--- config.mk ---
export PLATFORM = sky130hd
export DESIGN_NAME = clock_set_field_editor_unit_flat
export DESIGN_NICKNAME = d
export VERILOG_FILES = /design/src/rtl/cse_pkg.sv /design/src/rtl/cse_if.sv /design/src/rtl/clock_set_field_editor_unit.sv /design/src/rtl/cse_in_reg.sv /design/src/rtl/cse_core.sv /design/src/flat_wrapper.sv
export SDC_FILE = /design/constraint.sdc
export NUM_CORES = 1
export LEC_CHECK = 0
export ABC_AREA = 1
export BUFFER_PORTS_ARGS = -buffer_cell sky130_fd_sc_hd__buf_4
export CAP_MARGIN = 5
export CORE_UTILIZATION = 40
export DETAILED_ROUTE_END_ITERATION = 10
export SLEW_MARGIN = 20
export SYNTH_ARGS = -nofsm -noshare
export SYNTH_HDL_FRONTEND = slang
export SYNTH_SLANG_ARGS = --single-unit
--- constraint.sdc ---
create_clock -name clk -period 3.4 [get_ports clk]
set_clock_uncertainty 0.2 [all_clocks]
set_input_delay 0.85 -clock clk [delete_from_list [all_inputs] [get_ports clk]]
set_output_delay 0.85 -clock clk [all_outputs]
set_load 0.1 [all_outputs]
--- src/rtl/cse_pkg.sv ---
// Package for the clock set field editor: request codes, cursor codes,
// field limits, payload structs and the month length function.
// No dependencies.
package cse_pkg;

  typedef enum logic [2:0] {
    REQ_LOAD = 3'd0,
    REQ_MODE = 3'd1,
    REQ_NEXT = 3'd2,
    REQ_INC  = 3'd3,
    REQ_DEC  = 3'd4
  } req_code_t;

  typedef enum logic [2:0] {
    CUR_YEAR    = 3'd1,
    CUR_MONTH   = 3'd2,
    CUR_DAY     = 3'd3,
    CUR_WEEKDAY = 3'd4,
    CUR_HOUR    = 3'd5,
    CUR_MINUTE  = 3'd6,
    CUR_SECOND  = 3'd7
  } cursor_code_t;

  localparam logic [6:0] YEAR_MAX   = 7'd99;
  localparam logic [3:0] MONTH_MAX  = 4'd12;
  localparam logic [3:0] MONTH_MIN  = 4'd1;
  localparam logic [4:0] DAY_MIN    = 5'd1;
  localparam logic [4:0] DAY_LONG   = 5'd31;
  localparam logic [4:0] DAY_SHORT  = 5'd30;
  localparam logic [4:0] DAY_FEB_LP = 5'd29;
  localparam logic [4:0] DAY_FEB    = 5'd28;
  localparam logic [2:0] WDAY_MAX   = 3'd7;
  localparam logic [2:0] WDAY_MIN   = 3'd1;
  localparam logic [4:0] HOUR_MAX   = 5'd23;
  localparam logic [5:0] MINSEC_MAX = 6'd59;

  // reset values of the editor state
  localparam logic [2:0] RST_CURSOR  = 3'd1;
  localparam logic [6:0] RST_YEAR    = 7'd23;
  localparam logic [3:0] RST_MONTH   = 4'd1;
  localparam logic [4:0] RST_DAY     = 5'd22;
  localparam logic [2:0] RST_WEEKDAY = 3'd0;
  localparam logic [4:0] RST_HOUR    = 5'd23;
  localparam logic [5:0] RST_MINUTE  = 6'd59;
  localparam logic [5:0] RST_SECOND  = 6'd55;
  localparam logic [2:0] RST_OFFSET  = 3'd7;

  typedef struct packed {
    logic [2:0] req_type;
    logic [6:0] load_year;
    logic [3:0] load_month;
    logic [4:0] load_day;
    logic [2:0] load_weekday;
    logic [4:0] load_hour;
    logic [5:0] load_minute;
    logic [5:0] load_second;
  } in_item_t;

  typedef struct packed {
    logic       editing;
    logic [2:0] cursor_pos;
    logic [6:0] year_out;
    logic [3:0] month_out;
    logic [4:0] day_out;
    logic [2:0] weekday_out;
    logic [4:0] hour_out;
    logic [5:0] minute_out;
    logic [5:0] second_out;
    logic [2:0] week_offset_out;
    logic       commit;
  } out_item_t;

  // days in the month, zero when the month code is out of range
  function automatic logic [4:0] month_limit(input logic [3:0] month, input logic [6:0] year);
    logic [4:0] lim;
    case (month)
      4'd1, 4'd3, 4'd5, 4'd7, 4'd8, 4'd10, 4'd12: lim = DAY_LONG;
      4'd4, 4'd6, 4'd9, 4'd11:                   lim = DAY_SHORT;
      4'd2:    lim = (year[1:0] == 2'b00) ? DAY_FEB_LP : DAY_FEB;
      default: lim = 5'd0;
    endcase
    return lim;
  endfunction

endpackage

--- src/rtl/cse_if.sv ---
// Valid/ready channel interfaces for the clock set field editor.
// Depends on nothing; field widths follow cse_pkg payload structs.
interface cse_req_if;
  logic       valid;
  logic       ready;
  logic [2:0] req_type;
  logic [6:0] load_year;
  logic [3:0] load_month;
  logic [4:0] load_day;
  logic [2:0] load_weekday;
  logic [4:0] load_hour;
  logic [5:0] load_minute;
  logic [5:0] load_second;

  modport source (output valid, req_type, load_year, load_month, load_day, load_weekday,
                  load_hour, load_minute, load_second, input ready);
  modport sink (input valid, req_type, load_year, load_month, load_day, load_weekday,
                load_hour, load_minute, load_second, output ready);
endinterface

interface cse_rsp_if;
  logic       valid;
  logic       ready;
  logic       editing;
  logic [2:0] cursor_pos;
  logic [6:0] year_out;
  logic [3:0] month_out;
  logic [4:0] day_out;
  logic [2:0] weekday_out;
  logic [4:0] hour_out;
  logic [5:0] minute_out;
  logic [5:0] second_out;
  logic [2:0] week_offset_out;
  logic       commit;

  modport source (output valid, editing, cursor_pos, year_out, month_out, day_out,
                  weekday_out, hour_out, minute_out, second_out, week_offset_out, commit,
                  input ready);
  modport sink (input valid, editing, cursor_pos, year_out, month_out, day_out,
                weekday_out, hour_out, minute_out, second_out, week_offset_out, commit,
                output ready);
endinterface

--- src/rtl/clock_set_field_editor_unit.sv ---
// Top level of the clock set field editor: input register, editor core, result register.
// Depends on cse_pkg, cse_if, cse_in_reg, cse_core.
// A request passes through the input register and then the result register.
// Throughput: one request per cycle while the receiver is ready; the input register can
// take a new request while an earlier result waits. Synchronous active-high reset clears
// both stages' valid flags and loads the editor state with its power-on date and time.
module clock_set_field_editor_unit (
  input logic      clk,
  input logic      rst,
  cse_req_if.sink  req,
  cse_rsp_if.source rsp
);
  import cse_pkg::*;

  in_item_t  in_item;
  in_item_t  held_item;
  out_item_t result;
  out_item_t out_q;
  logic      held_valid;
  logic      take;
  logic      out_valid;

  assign in_item.req_type     = req.req_type;
  assign in_item.load_year    = req.load_year;
  assign in_item.load_month   = req.load_month;
  assign in_item.load_day     = req.load_day;
  assign in_item.load_weekday = req.load_weekday;
  assign in_item.load_hour    = req.load_hour;
  assign in_item.load_minute  = req.load_minute;
  assign in_item.load_second  = req.load_second;

  // held item moves on when the result register is free or draining
  assign take = held_valid && (!out_valid || rsp.ready);

  cse_in_reg u_in_reg (
    .clk        (clk),
    .rst        (rst),
    .in_valid   (req.valid),
    .in_item    (in_item),
    .in_ready   (req.ready),
    .take       (take),
    .held_valid (held_valid),
    .held_item  (held_item)
  );

  cse_core u_core (
    .clk     (clk),
    .rst     (rst),
    .step_en (take),
    .item    (held_item),
    .result  (result)
  );

  always_ff @(posedge clk) begin
    if (rst) begin
      out_valid <= 1'b0;
    end else if (take) begin
      out_valid <= 1'b1;
    end else if (rsp.ready) begin
      out_valid <= 1'b0;
    end
  end

  always_ff @(posedge clk) begin
    if (take) begin
      out_q <= result;
    end
  end

  assign rsp.valid           = out_valid;
  assign rsp.editing         = out_q.editing;
  assign rsp.cursor_pos      = out_q.cursor_pos;
  assign rsp.year_out        = out_q.year_out;
  assign rsp.month_out       = out_q.month_out;
  assign rsp.day_out         = out_q.day_out;
  assign rsp.weekday_out     = out_q.weekday_out;
  assign rsp.hour_out        = out_q.hour_out;
  assign rsp.minute_out      = out_q.minute_out;
  assign rsp.second_out      = out_q.second_out;
  assign rsp.week_offset_out = out_q.week_offset_out;
  assign rsp.commit          = out_q.commit;

endmodule

--- src/rtl/cse_in_reg.sv ---
// Input register stage of the clock set field editor.
// Depends on cse_pkg.
module cse_in_reg (
  input  logic             clk,
  input  logic             rst,
  input  logic             in_valid,
  input  cse_pkg::in_item_t in_item,
  output logic             in_ready,
  input  logic             take,
  output logic             held_valid,
  output cse_pkg::in_item_t held_item
);
  import cse_pkg::*;

  // refill in the same cycle the held item moves on
  assign in_ready = !held_valid || take;

  always_ff @(posedge clk) begin
    if (rst) begin
      held_valid <= 1'b0;
    end else if (in_ready) begin
      held_valid <= in_valid;
    end
  end

  always_ff @(posedge clk) begin
    if (in_valid && in_ready) begin
      held_item <= in_item;
    end
  end

endmodule

--- src/rtl/cse_core.sv ---
// Editor state registers and next-state logic for one request.
// Depends on cse_pkg.
module cse_core (
  input  logic              clk,
  input  logic              rst,
  input  logic              step_en,
  input  cse_pkg::in_item_t item,
  output cse_pkg::out_item_t result
);
  import cse_pkg::*;

  logic       edit_flag, edit_flag_next;
  logic [2:0] cursor, cursor_next;
  logic [6:0] year, year_next;
  logic [3:0] month, month_next;
  logic [4:0] day, day_next;
  logic [2:0] weekday, weekday_next;
  logic [4:0] hour, hour_next;
  logic [5:0] minute, minute_next;
  logic [5:0] second, second_next;
  logic [2:0] offset, offset_next;
  logic       commit;
  logic [4:0] day_lim;
  logic       up;

  assign day_lim = month_limit(month, year);

  always_comb begin
    edit_flag_next = edit_flag;
    cursor_next    = cursor;
    year_next      = year;
    month_next     = month;
    day_next       = day;
    weekday_next   = weekday;
    hour_next      = hour;
    minute_next    = minute;
    second_next    = second;
    offset_next    = offset;
    commit         = 1'b0;
    up             = (item.req_type == REQ_INC);

    if (!edit_flag) begin
      if (item.req_type == REQ_LOAD) begin
        year_next    = item.load_year;
        month_next   = item.load_month;
        day_next     = item.load_day;
        weekday_next = item.load_weekday;
        hour_next    = item.load_hour;
        minute_next  = item.load_minute;
        second_next  = item.load_second;
      end else if (item.req_type == REQ_MODE) begin
        edit_flag_next = 1'b1;
        cursor_next    = CUR_YEAR;
      end
    end else begin
      if (item.req_type == REQ_MODE) begin
        edit_flag_next = 1'b0;
        commit         = 1'b1;
      end else if (item.req_type == REQ_NEXT) begin
        cursor_next = (cursor >= CUR_SECOND) ? CUR_YEAR : cursor + 3'd1;
      end else if (item.req_type == REQ_INC || item.req_type == REQ_DEC) begin
        case (cursor)
          CUR_YEAR: begin
            if (up) year_next = (year >= YEAR_MAX) ? 7'd0 : year + 7'd1;
            else    year_next = (year == 7'd0) ? YEAR_MAX : year - 7'd1;
          end
          CUR_MONTH: begin
            if (up) month_next = (month >= MONTH_MAX) ? MONTH_MIN : month + 4'd1;
            else    month_next = (month == MONTH_MIN) ? MONTH_MAX : month - 4'd1;
          end
          CUR_DAY: begin
            // out-of-range month leaves the day alone
            if (day_lim != 5'd0) begin
              if (up) day_next = (day >= day_lim) ? DAY_MIN : day + 5'd1;
              else    day_next = (day == DAY_MIN) ? day_lim : day - 5'd1;
            end
          end
          CUR_WEEKDAY: begin
            if (up) begin
              offset_next  = (offset >= WDAY_MAX) ? WDAY_MIN : offset + 3'd1;
              weekday_next = (weekday >= WDAY_MAX) ? WDAY_MIN : weekday + 3'd1;
            end else begin
              offset_next  = (offset == WDAY_MIN) ? WDAY_MAX : offset - 3'd1;
              weekday_next = (weekday == WDAY_MIN) ? WDAY_MAX : weekday - 3'd1;
            end
          end
          CUR_HOUR: begin
            if (up) hour_next = (hour >= HOUR_MAX) ? 5'd0 : hour + 5'd1;
            else    hour_next = (hour == 5'd0) ? HOUR_MAX : hour - 5'd1;
          end
          CUR_MINUTE: begin
            if (up) minute_next = (minute >= MINSEC_MAX) ? 6'd0 : minute + 6'd1;
            else    minute_next = (minute == 6'd0) ? MINSEC_MAX : minute - 6'd1;
          end
          CUR_SECOND: begin
            if (up) second_next = (second >= MINSEC_MAX) ? 6'd0 : second + 6'd1;
            else    second_next = (second == 6'd0) ? MINSEC_MAX : second - 6'd1;
          end
          default: ;
        endcase
      end
    end
  end

  always_ff @(posedge clk) begin
    if (rst) begin
      edit_flag <= 1'b0;
      cursor    <= RST_CURSOR;
      year      <= RST_YEAR;
      month     <= RST_MONTH;
      day       <= RST_DAY;
      weekday   <= RST_WEEKDAY;
      hour      <= RST_HOUR;
      minute    <= RST_MINUTE;
      second    <= RST_SECOND;
      offset    <= RST_OFFSET;
    end else if (step_en) begin
      edit_flag <= edit_flag_next;
      cursor    <= cursor_next;
      year      <= year_next;
      month     <= month_next;
      day       <= day_next;
      weekday   <= weekday_next;
      hour      <= hour_next;
      minute    <= minute_next;
      second    <= second_next;
      offset    <= offset_next;
    end
  end

  always_comb begin
    result.editing         = edit_flag_next;
    result.cursor_pos      = cursor_next;
    result.year_out        = year_next;
    result.month_out       = month_next;
    result.day_out         = day_next;
    result.weekday_out     = weekday_next;
    result.hour_out        = hour_next;
    result.minute_out      = minute_next;
    result.second_out      = second_next;
    result.week_offset_out = offset_next;
    result.commit          = commit;
  end

endmodule

--- src/flat_wrapper.sv ---
// flat-port wrapper written by rule: the top's interface ports become plain ports
module clock_set_field_editor_unit_flat import cse_pkg::*;
  (clk, rst, req_valid, req_req_type, req_load_year, req_load_month, req_load_day, req_load_weekday, req_load_hour, req_load_minute, req_load_second, req_ready, rsp_valid, rsp_editing, rsp_cursor_pos, rsp_year_out, rsp_month_out, rsp_day_out, rsp_weekday_out, rsp_hour_out, rsp_minute_out, rsp_second_out, rsp_week_offset_out, rsp_commit, rsp_ready);
  cse_req_if req_i ();
  cse_rsp_if rsp_i ();
  input logic clk;
  input logic rst;
  input wire logic [$bits(req_i.valid)-1:0] req_valid;
  input wire logic [$bits(req_i.req_type)-1:0] req_req_type;
  input wire logic [$bits(req_i.load_year)-1:0] req_load_year;
  input wire logic [$bits(req_i.load_month)-1:0] req_load_month;
  input wire logic [$bits(req_i.load_day)-1:0] req_load_day;
  input wire logic [$bits(req_i.load_weekday)-1:0] req_load_weekday;
  input wire logic [$bits(req_i.load_hour)-1:0] req_load_hour;
  input wire logic [$bits(req_i.load_minute)-1:0] req_load_minute;
  input wire logic [$bits(req_i.load_second)-1:0] req_load_second;
  output wire logic [$bits(req_i.ready)-1:0] req_ready;
  output wire logic [$bits(rsp_i.valid)-1:0] rsp_valid;
  output wire logic [$bits(rsp_i.editing)-1:0] rsp_editing;
  output wire logic [$bits(rsp_i.cursor_pos)-1:0] rsp_cursor_pos;
  output wire logic [$bits(rsp_i.year_out)-1:0] rsp_year_out;
  output wire logic [$bits(rsp_i.month_out)-1:0] rsp_month_out;
  output wire logic [$bits(rsp_i.day_out)-1:0] rsp_day_out;
  output wire logic [$bits(rsp_i.weekday_out)-1:0] rsp_weekday_out;
  output wire logic [$bits(rsp_i.hour_out)-1:0] rsp_hour_out;
  output wire logic [$bits(rsp_i.minute_out)-1:0] rsp_minute_out;
  output wire logic [$bits(rsp_i.second_out)-1:0] rsp_second_out;
  output wire logic [$bits(rsp_i.week_offset_out)-1:0] rsp_week_offset_out;
  output wire logic [$bits(rsp_i.commit)-1:0] rsp_commit;
  input wire logic [$bits(rsp_i.ready)-1:0] rsp_ready;
  assign req_i.valid = req_valid;
  assign req_i.req_type = req_req_type;
  assign req_i.load_year = req_load_year;
  assign req_i.load_month = req_load_month;
  assign req_i.load_day = req_load_day;
  assign req_i.load_weekday = req_load_weekday;
  assign req_i.load_hour = req_load_hour;
  assign req_i.load_minute = req_load_minute;
  assign req_i.load_second = req_load_second;
  assign req_ready = req_i.ready;
  assign rsp_valid = rsp_i.valid;
  assign rsp_editing = rsp_i.editing;
  assign rsp_cursor_pos = rsp_i.cursor_pos;
  assign rsp_year_out = rsp_i.year_out;
  assign rsp_month_out = rsp_i.month_out;
  assign rsp_day_out = rsp_i.day_out;
  assign rsp_weekday_out = rsp_i.weekday_out;
  assign rsp_hour_out = rsp_i.hour_out;
  assign rsp_minute_out = rsp_i.minute_out;
  assign rsp_second_out = rsp_i.second_out;
  assign rsp_week_offset_out = rsp_i.week_offset_out;
  assign rsp_commit = rsp_i.commit;
  assign rsp_i.ready = rsp_ready;
  clock_set_field_editor_unit u_core (.clk(clk), .rst(rst), .req(req_i), .rsp(rsp_i));
endmodule
==> results of run 1 <==
## worst min-delay path, cell delays in order (launching register included)
cell and delay, ps:
dfxtp_1 320, nand2_1 80, a21oi_1 60
## final cells by class
cell class	count	area, um2	share of cell area (%)
Multi-Input combinational cell	641	3328	38.16
Clock buffer	26	479.2	5.495
Inverter	97	365.4	4.189
Clock inverter	6	107.6	1.234
Tap cell	225	281.5	3.228
Sequential cell	128	3393	38.91
Timing Repair Buffer	97	765.7	8.780
## cells by family after synthesis
| family | synth area share, % |
|---|---|
| adder cells (fa/ha/maj) | 6.232 |
| AO/OA/AOI/OAI | 16.98 |
| XOR/XNOR | 1.575 |
| AND/OR/NAND/NOR | 21.22 |
| buffers and inverters | 7.045 |
| flip-flops | 46.94 |
## sequential cells by signal, summed over array words and instances (netlist names), 4 cells and up
name,count
u_core.rsp.day_out,5
u_core.rsp.hour_out,5
u_core.rsp.minute_out,6
u_core.rsp.month_out,4
u_core.rsp.second_out,6
u_core.rsp.year_out,7
u_core.u_core.day,5
u_core.u_core.hour,5
u_core.u_core.minute,6
u_core.u_core.month,4
u_core.u_core.second,6
u_core.u_core.year,7
u_core.u_in_reg.held_item,39
## power groups by stage
stage / Clock [mW] / Sequential, mW / Combinational (mW)
6_report: 1.83 / 1.85 / 0.867
5_1_grt: 1.94 / 1.87 / 0.956
4_1_cts: 1.87 / 1.85 / 0.865
3_5_place_dp: 0 / 1.88 / 0.859
3_3_place_gp: 0 / 1.89 / 0.852
2_1_floorplan: 0 / 2.08 / 0.438
## layout by cell type, fill, tap and decap left out, types with 4 or more instances in the layout
master     count
nand2_1      209
a21oi_1       97
buf_4         94
inv_1         86
edfxtp_1      83
o21ai_0       81
nand3_1       75
nor2_1        55
dfxtp_1       45
ha_1          36
o211ai_1      26
clkbuf_16     17
xor2_1        12
inv_2          8
nand4_1        8
o21ai_1        8
clkbuf_1       7
nor3_1         6
a31oi_1        6
nor2_2         4
## worst min-delay path by stage
stage,cells after the start,end,slack (ps)
after floorplan,2,u_core.u_core.hour[0],290
after global placement,2,u_core.rsp.valid,310
after detailed placement,2,u_core.rsp.valid,300
after CTS,2,u_core.rsp.valid,310
after global routing,2,u_core.rsp.valid,360
final,2,u_core.rsp.valid,310
## metrics by stage
step | hold slack [ps] | cells
floorplan | 292.4 | 903
global route | 355.6 | 1220
finish | 308.7 | 1220
CTS | 313.7 | 1220
detailed placement | 304.9 | 1188
global placement | 311.3 | 1188
## routing by layer
layer	vias to the layer above	GRT usage [%]	wire (um)
met3	21	4.996	1007
li1	3239	-	-
met2	191	32.74	8397
met4	0	6.049	180
met5	-	0	0
met1	2972	26.27	8401
## timing repair
action / CTS / global route
setup endpoints to repair: 0 / 2
hold endpoints to repair: 0 / 0
resized for setup: 0 / 1
==> metrics.csv, run 1 <==
stage,metric,value,unit
global_routing,vias in the first global route,5829,
clock_network,Longest Clk Path Bufs,2,
floorplanning,io pins,89,
final_layout,Final Cell Area,8721,um2
global_routing,pin count of the biggest net entering global routing,56,
critical_path,crit path capture,u_core.rsp.day_out[0],
pwr,Pint,3.221,mW
sta,Fmax achieved,0.3330,GHz
flow_run,Max Cap Viol,0,
critical_path,CP endpoint kind,flop,
drt,DR DRC count,0,
clock_network,Clock Sinks,128,
synth,area of the mapped netlist,7228,um2
critical_path,WP buf/inv,4,
place,Placed Area,8132,um2
final_layout,Ant. Diodes,0,
sta,Worst Tran Pin Value,977.2,ps
synth,Yosys warning count,0,
final_layout,nets@finish,1061,
final_layout,fraction of layout cells with a size suffix above 1,14.07,%
critical_path,CP peak stage delay,460,ps
clock_network,clock insertion delay at the later pin of the skew report,420,ps
synth,commonest cells in the netlist,"nand2_1 (209), a21oi_1 (97), inv_1 (88)",
synth,"Seq/Total Area, Yosys",46.94,%
pwr,clock power share,40.3,%
clock_network,Root Driver,clkbuf_16,
critical_path,reg2reg path depth,20,
synth,Post-Synthesis Cells,903,
pwr,Comb pwr share,19.0,%
global_routing,gr usage total,20.14,%
pwr,sequential share of power,40.7,%
critical_path,worst-path cell chain,inv_1 -> ha_1 -> inv_1 -> nand2_1 -> nand3_1 -> nand2_1 -> nor2_2 -> ha_1 -> nand2_1 -> inv_1 -> nand2_1 -> nand2_1 -> nor2_1 -> nand2_1 -> inv_1 -> nand2_1 -> nand2_1 -> nand2_1 -> nand2_1 -> nand2_1,
critical_path,Startpoint Class,flop,
critical_path,Crit Path Class,reg -> reg,
final_layout,Layout Area Growth over Synthesis,20.65,%
floorplanning,Chip Height,136.4,um
outcome,outcome,completed,
critical_path,CP max-delay cell,dfxtp_1,
synth,"count leader, synth",nand2_1,
drt,Routed WL,17990,um
drt,drt pass-1 iters,6,
sta,final critical-path setup slack,396.9,ps
critical_path,RR Endpoint,u_core.rsp.day_out[0],
critical_path,most frequent CP cell,nand2_1,
synth,ys async rst share,0,%
critical_path,CP max FO,9,
drt,DR vias,6423,
pwr,Switch Pwr,1.335,mW
sta,Max Transition Viols Final,0,
sta,RSZ-0062 raised after global routing,false,
place,Final HPWL DP,11580,um
global_routing,total gr overflow,0,
synth,synth top area cells,"edfxtp_1 (34%), dfxtp_1 (12%), nand2_1 (11%), a21oi_1 (6.7%), ha_1 (6.2%)",
synth,Synth top area share,34.48,%
pwr,Sw Share,29.30,%
floorplanning,FP Rows,48,
global_routing,first-pass GRT wire length,28790,um
final_layout,# fillers,1676,
drt,WL per Instance,14.74,um
pwr,Power Total,4.556,mW
sta,relative slew slack,34.76,%
synth,"area leader, netlist",edfxtp_1,
floorplanning,Die X,136.4,um
drt,DRT iter0 DRCs,564,
synth,Avg Synthesized Cell Area,8.005,um2
clock_network,cts hold-fix bufs,0,
synth,synth unique cells,35,
place,gpl congestion,0.8748,
synth,dominant register cell in the synthesized netlist,edfxtp_1,
drt,Final ANT Viol Nets,0,
final_layout,Finished Core Util,49.90,%
critical_path,WP data arrival,2970,ps
critical_path,required time worst endpoint,3370,ps
synth,number of enable flip-flop cells after synthesis,83,
clock_network,H-tree Lvls,4,
drt,Via density,5.265,
sta,"Min Clock Period, post-route",3003,ps
pwr,static leakage,3.845,nW
sta,number of endpoints failing setup at the final stage,0,
place,Setup WS pre-CTS,359.0,ps
critical_path,reg2reg start,u_core.u_core.month[0],
min_path,hold path start,u_core.rsp.valid,
critical_path,"delay-heaviest family, CP",simple AND/OR/NAND/NOR gates,
floorplanning,area of the die,18610,um2
global_routing,initial antenna violation count,0,
pwr,worst vdd rail ir drop,0.3552,mV
floorplanning,Core ar.,17480,um2
clock_network,postcts setup bufs,0,
sta,TNS Setup,0,ps
critical_path,Crit path depth,20,
clock_network,CTS buffer count,17,
min_path,worst hold path type,reg -> reg,
clock_network,CTS tree,built,
critical_path,Setup crit start,u_core.u_core.month[0],
pwr,Pwr Density,522.5,nW/um2
place,Port Buf Inserts,88,
synth,"Net Count, Synth",982,
clock_network,Clock transition at path regs,50,ps
sta,"Hold Vio Cnt, Final",0,
sta,Tcrit/Tclk final,88.33,%
synth,#FFs+latches synth,128,
floorplanning,Initial Utilization,41.36,%
critical_path,Reg2Reg Setup Slack,400,ps
No activity file was read; power rests on OpenSTA's default activity.
==> inputs of run 2 (changes only) <==
CORE_ASPECT_RATIO = 2   (was default)
==> metrics.csv, run 2 (synthesis gave the netlist of run 1 again) <==
stage,metric,value,unit,change
critical_path,CP max FO,9,,unchanged
clock_network,cts hold-fix bufs,0,,unchanged
sta,RSZ-0062 raised after global routing,false,,
sta,worst hold slack,310.4,ps,+1.642 ps
final_layout,most frequent cells in the layout,"nand2_1 (209), a21oi_1 (97), buf_4 (94)",,
floorplanning,Core ar.,17700,um2,+1.3%
clock_network,Longest Clk Path Bufs,2,,unchanged
clock_network,Clock Sinks,128,,unchanged
place,Placed Area,8115,um2,-0.20%
place,Port Buf Inserts,88,,unchanged
floorplanning,Initial Utilization,40.84,%,-0.52 points
flow_run,Max Cap Viol,0,,unchanged
final_layout,Final Cell Area,8767,um2,+0.53%
floorplanning,FP Rows,69,,+44%
final_layout,Finished Core Util,49.54,%,-0.36 points
sta,Max Transition Viols Final,0,,unchanged
drt,DR DRC count,0,,unchanged
global_routing,gr usage total,22.01,%,+1.9 points
sta,number of endpoints failing setup at the final stage,0,,unchanged
final_layout,Largest register FFs,39,,unchanged
clock_network,Clock transition at path regs,60,ps,about the same
global_routing,total gr overflow,0,,unchanged
clock_network,CTS buffer count,17,,unchanged
drt,Final ANT Viol Nets,0,,unchanged
critical_path,"delay-heaviest family, CP",simple AND/OR/NAND/NOR gates,,
outcome,outcome,completed,,
pwr,static leakage,3.878,nW,+0.86%
sta,relative slew slack,36.87,%,+2.1 points
clock_network,Root Driver,clkbuf_16,,
global_routing,pin count of the biggest net entering global routing,56,,unchanged
final_layout,Biggest register,u_core.u_in_reg.held_item,,
critical_path,CP max-delay cell,dfxtp_1,,
clock_network,clock insertion delay at the later pin of the skew report,430,ps,about the same
clock_network,post-CTS resize count,0,,unchanged
sta,TNS Setup,0,ps,unchanged
drt,Via density,5.438,,+3.3%
drt,WL per Instance,16.34,um,+11%
critical_path,worst-path cell chain,inv_1 -> ha_1 -> inv_1 -> nand2_1 -> nand3_1 -> nand2_1 -> nor2_2 -> ha_1 -> nand2_1 -> inv_1 -> nand2_1 -> nand2_1 -> nor2_1 -> nand2_1 -> inv_1 -> nand2_1 -> nand2_1 -> nand2_1 -> nand2_1 -> nand2_1,,
min_path,worst hold path type,reg -> reg,,
drt,DR vias,6569,,+2.3%
critical_path,CP peak stage delay,470,ps,about the same
pwr,worst vdd rail ir drop,0.3121,mV,-12%
global_routing,initial antenna violation count,0,,unchanged
final_layout,Layout Cells excl Fill,1208,,-0.98%
sta,final critical-path setup slack,393.5,ps,-3.472 ps
drt,Routed WL,19740,um,+9.7%
sta,Fmax achieved,0.3326,GHz,-0.12%
final_layout,Ant. Diodes,0,,unchanged
critical_path,most frequent CP cell,nand2_1,,
critical_path,WP data arrival,2980,ps,about the same
place,gpl congestion,0.8933,,+2.1%
final_layout,fraction of layout cells with a size suffix above 1,14.27,%,+0.20 points
critical_path,required time worst endpoint,3370,ps,about the same
final_layout,# fillers,1681,,+0.30%
clock_network,H-tree Lvls,4,,unchanged
final_layout,Layout Area Growth over Synthesis,21.29,%,
floorplanning,Die X,97.06,um,-29%
floorplanning,Chip Height,192.1,um,+41%
sta,"Min Clock Period, post-route",3007,ps,+3.472 ps
pwr,Power Total,4.787,mW,+5.1%
critical_path,WP buf/inv,4,,unchanged
drt,DRT iter0 DRCs,422,,-25%
critical_path,Startpoint Class,flop,,
clock_network,CTS tree,built,,
sta,Worst Tran Pin Value,945.6,ps,-31.59 ps
place,Setup WS pre-CTS,331.6,ps,-27.40 ps
clock_network,postcts setup bufs,0,,unchanged
global_routing,vias in the first global route,6406,,+9.9%
global_routing,first-pass GRT wire length,31910,um,+11%
drt,drt pass-1 iters,5,,-1
critical_path,CP endpoint kind,flop,,
sta,"Hold Vio Cnt, Final",0,,unchanged
place,Final HPWL DP,13440,um,+16%
sta,Tcrit/Tclk final,88.43,%,+0.10 points
final_layout,nets@finish,1061,,unchanged
floorplanning,area of the die,18640,um2,+0.18%
final_layout,"commonest non-fill, non-tap cell in the layout",nand2_1,,
critical_path,Crit Path Class,reg -> reg,,
place,Post-Place Cells,1176,,-1.0%
floorplanning,io pins,89,,unchanged
pwr,Pwr Density,546.0,nW/um2,+4.5%
==> run 2: power breakdown <==
group | switching, mW | leakage (nW) | internal, mW | total, mW
combinational | 0.620 | 2.42 | 0.255 | 0.875
sequential | 0.0808 | 1.15 | 1.78 | 1.86
clock | 0.693 | 0.309 | 1.36 | 2.06
==> run 2: layout make-up <==
type	count	area (um2)	share of cell area, %
Multi-Input combinational cell	641	3328	37.96
Clock buffer	19	432.9	4.938
Timing Repair Buffer	97	765.7	8.734
Tap cell	213	266.5	3.040
Sequential cell	128	3393	38.70
Clock inverter	13	216.5	2.469
Inverter	97	364.1	4.153
==> run 2: worst register-to-register path: stages, from the launching register on <==
cell	delay [ps]
dfxtp_1	470
inv_1	130
ha_1	230
inv_1	80
nand2_1	70
nand3_1	120
nand2_1	100
nor2_2	220
ha_1	280
nand2_1	60
inv_1	50
nand2_1	60
nand2_1	50
nor2_1	140
nand2_1	120
inv_1	100
nand2_1	50
nand2_1	70
nand2_1	40
nand2_1	80
nand2_1	50
==> run 2: final timing paths <==
kind | from | endpoint | slack (ps) | cells after the start
hold reg to reg | u_core.rsp.valid | u_core.rsp.valid | 310 | 2
setup / recovery | u_core.u_core.month[0] | u_core.rsp.day_out[0] | 390 | 20
hold / removal | u_core.rsp.valid | u_core.rsp.valid | 310 | 2
setup reg to reg | u_core.u_core.month[0] | u_core.rsp.day_out[0] | 390 | 20
==> run 2: per-layer routing <==
metal  wire (um)  share of wire (%)  track usage, %  up-vias
met1        7298                 37           21.74     3092
met5           0                  0               0        -
met2       11040                 56           42.77      193
met3         840                4.3           4.185       40
met4         554                2.8           11.37        0
li1            -                  -               -     3244
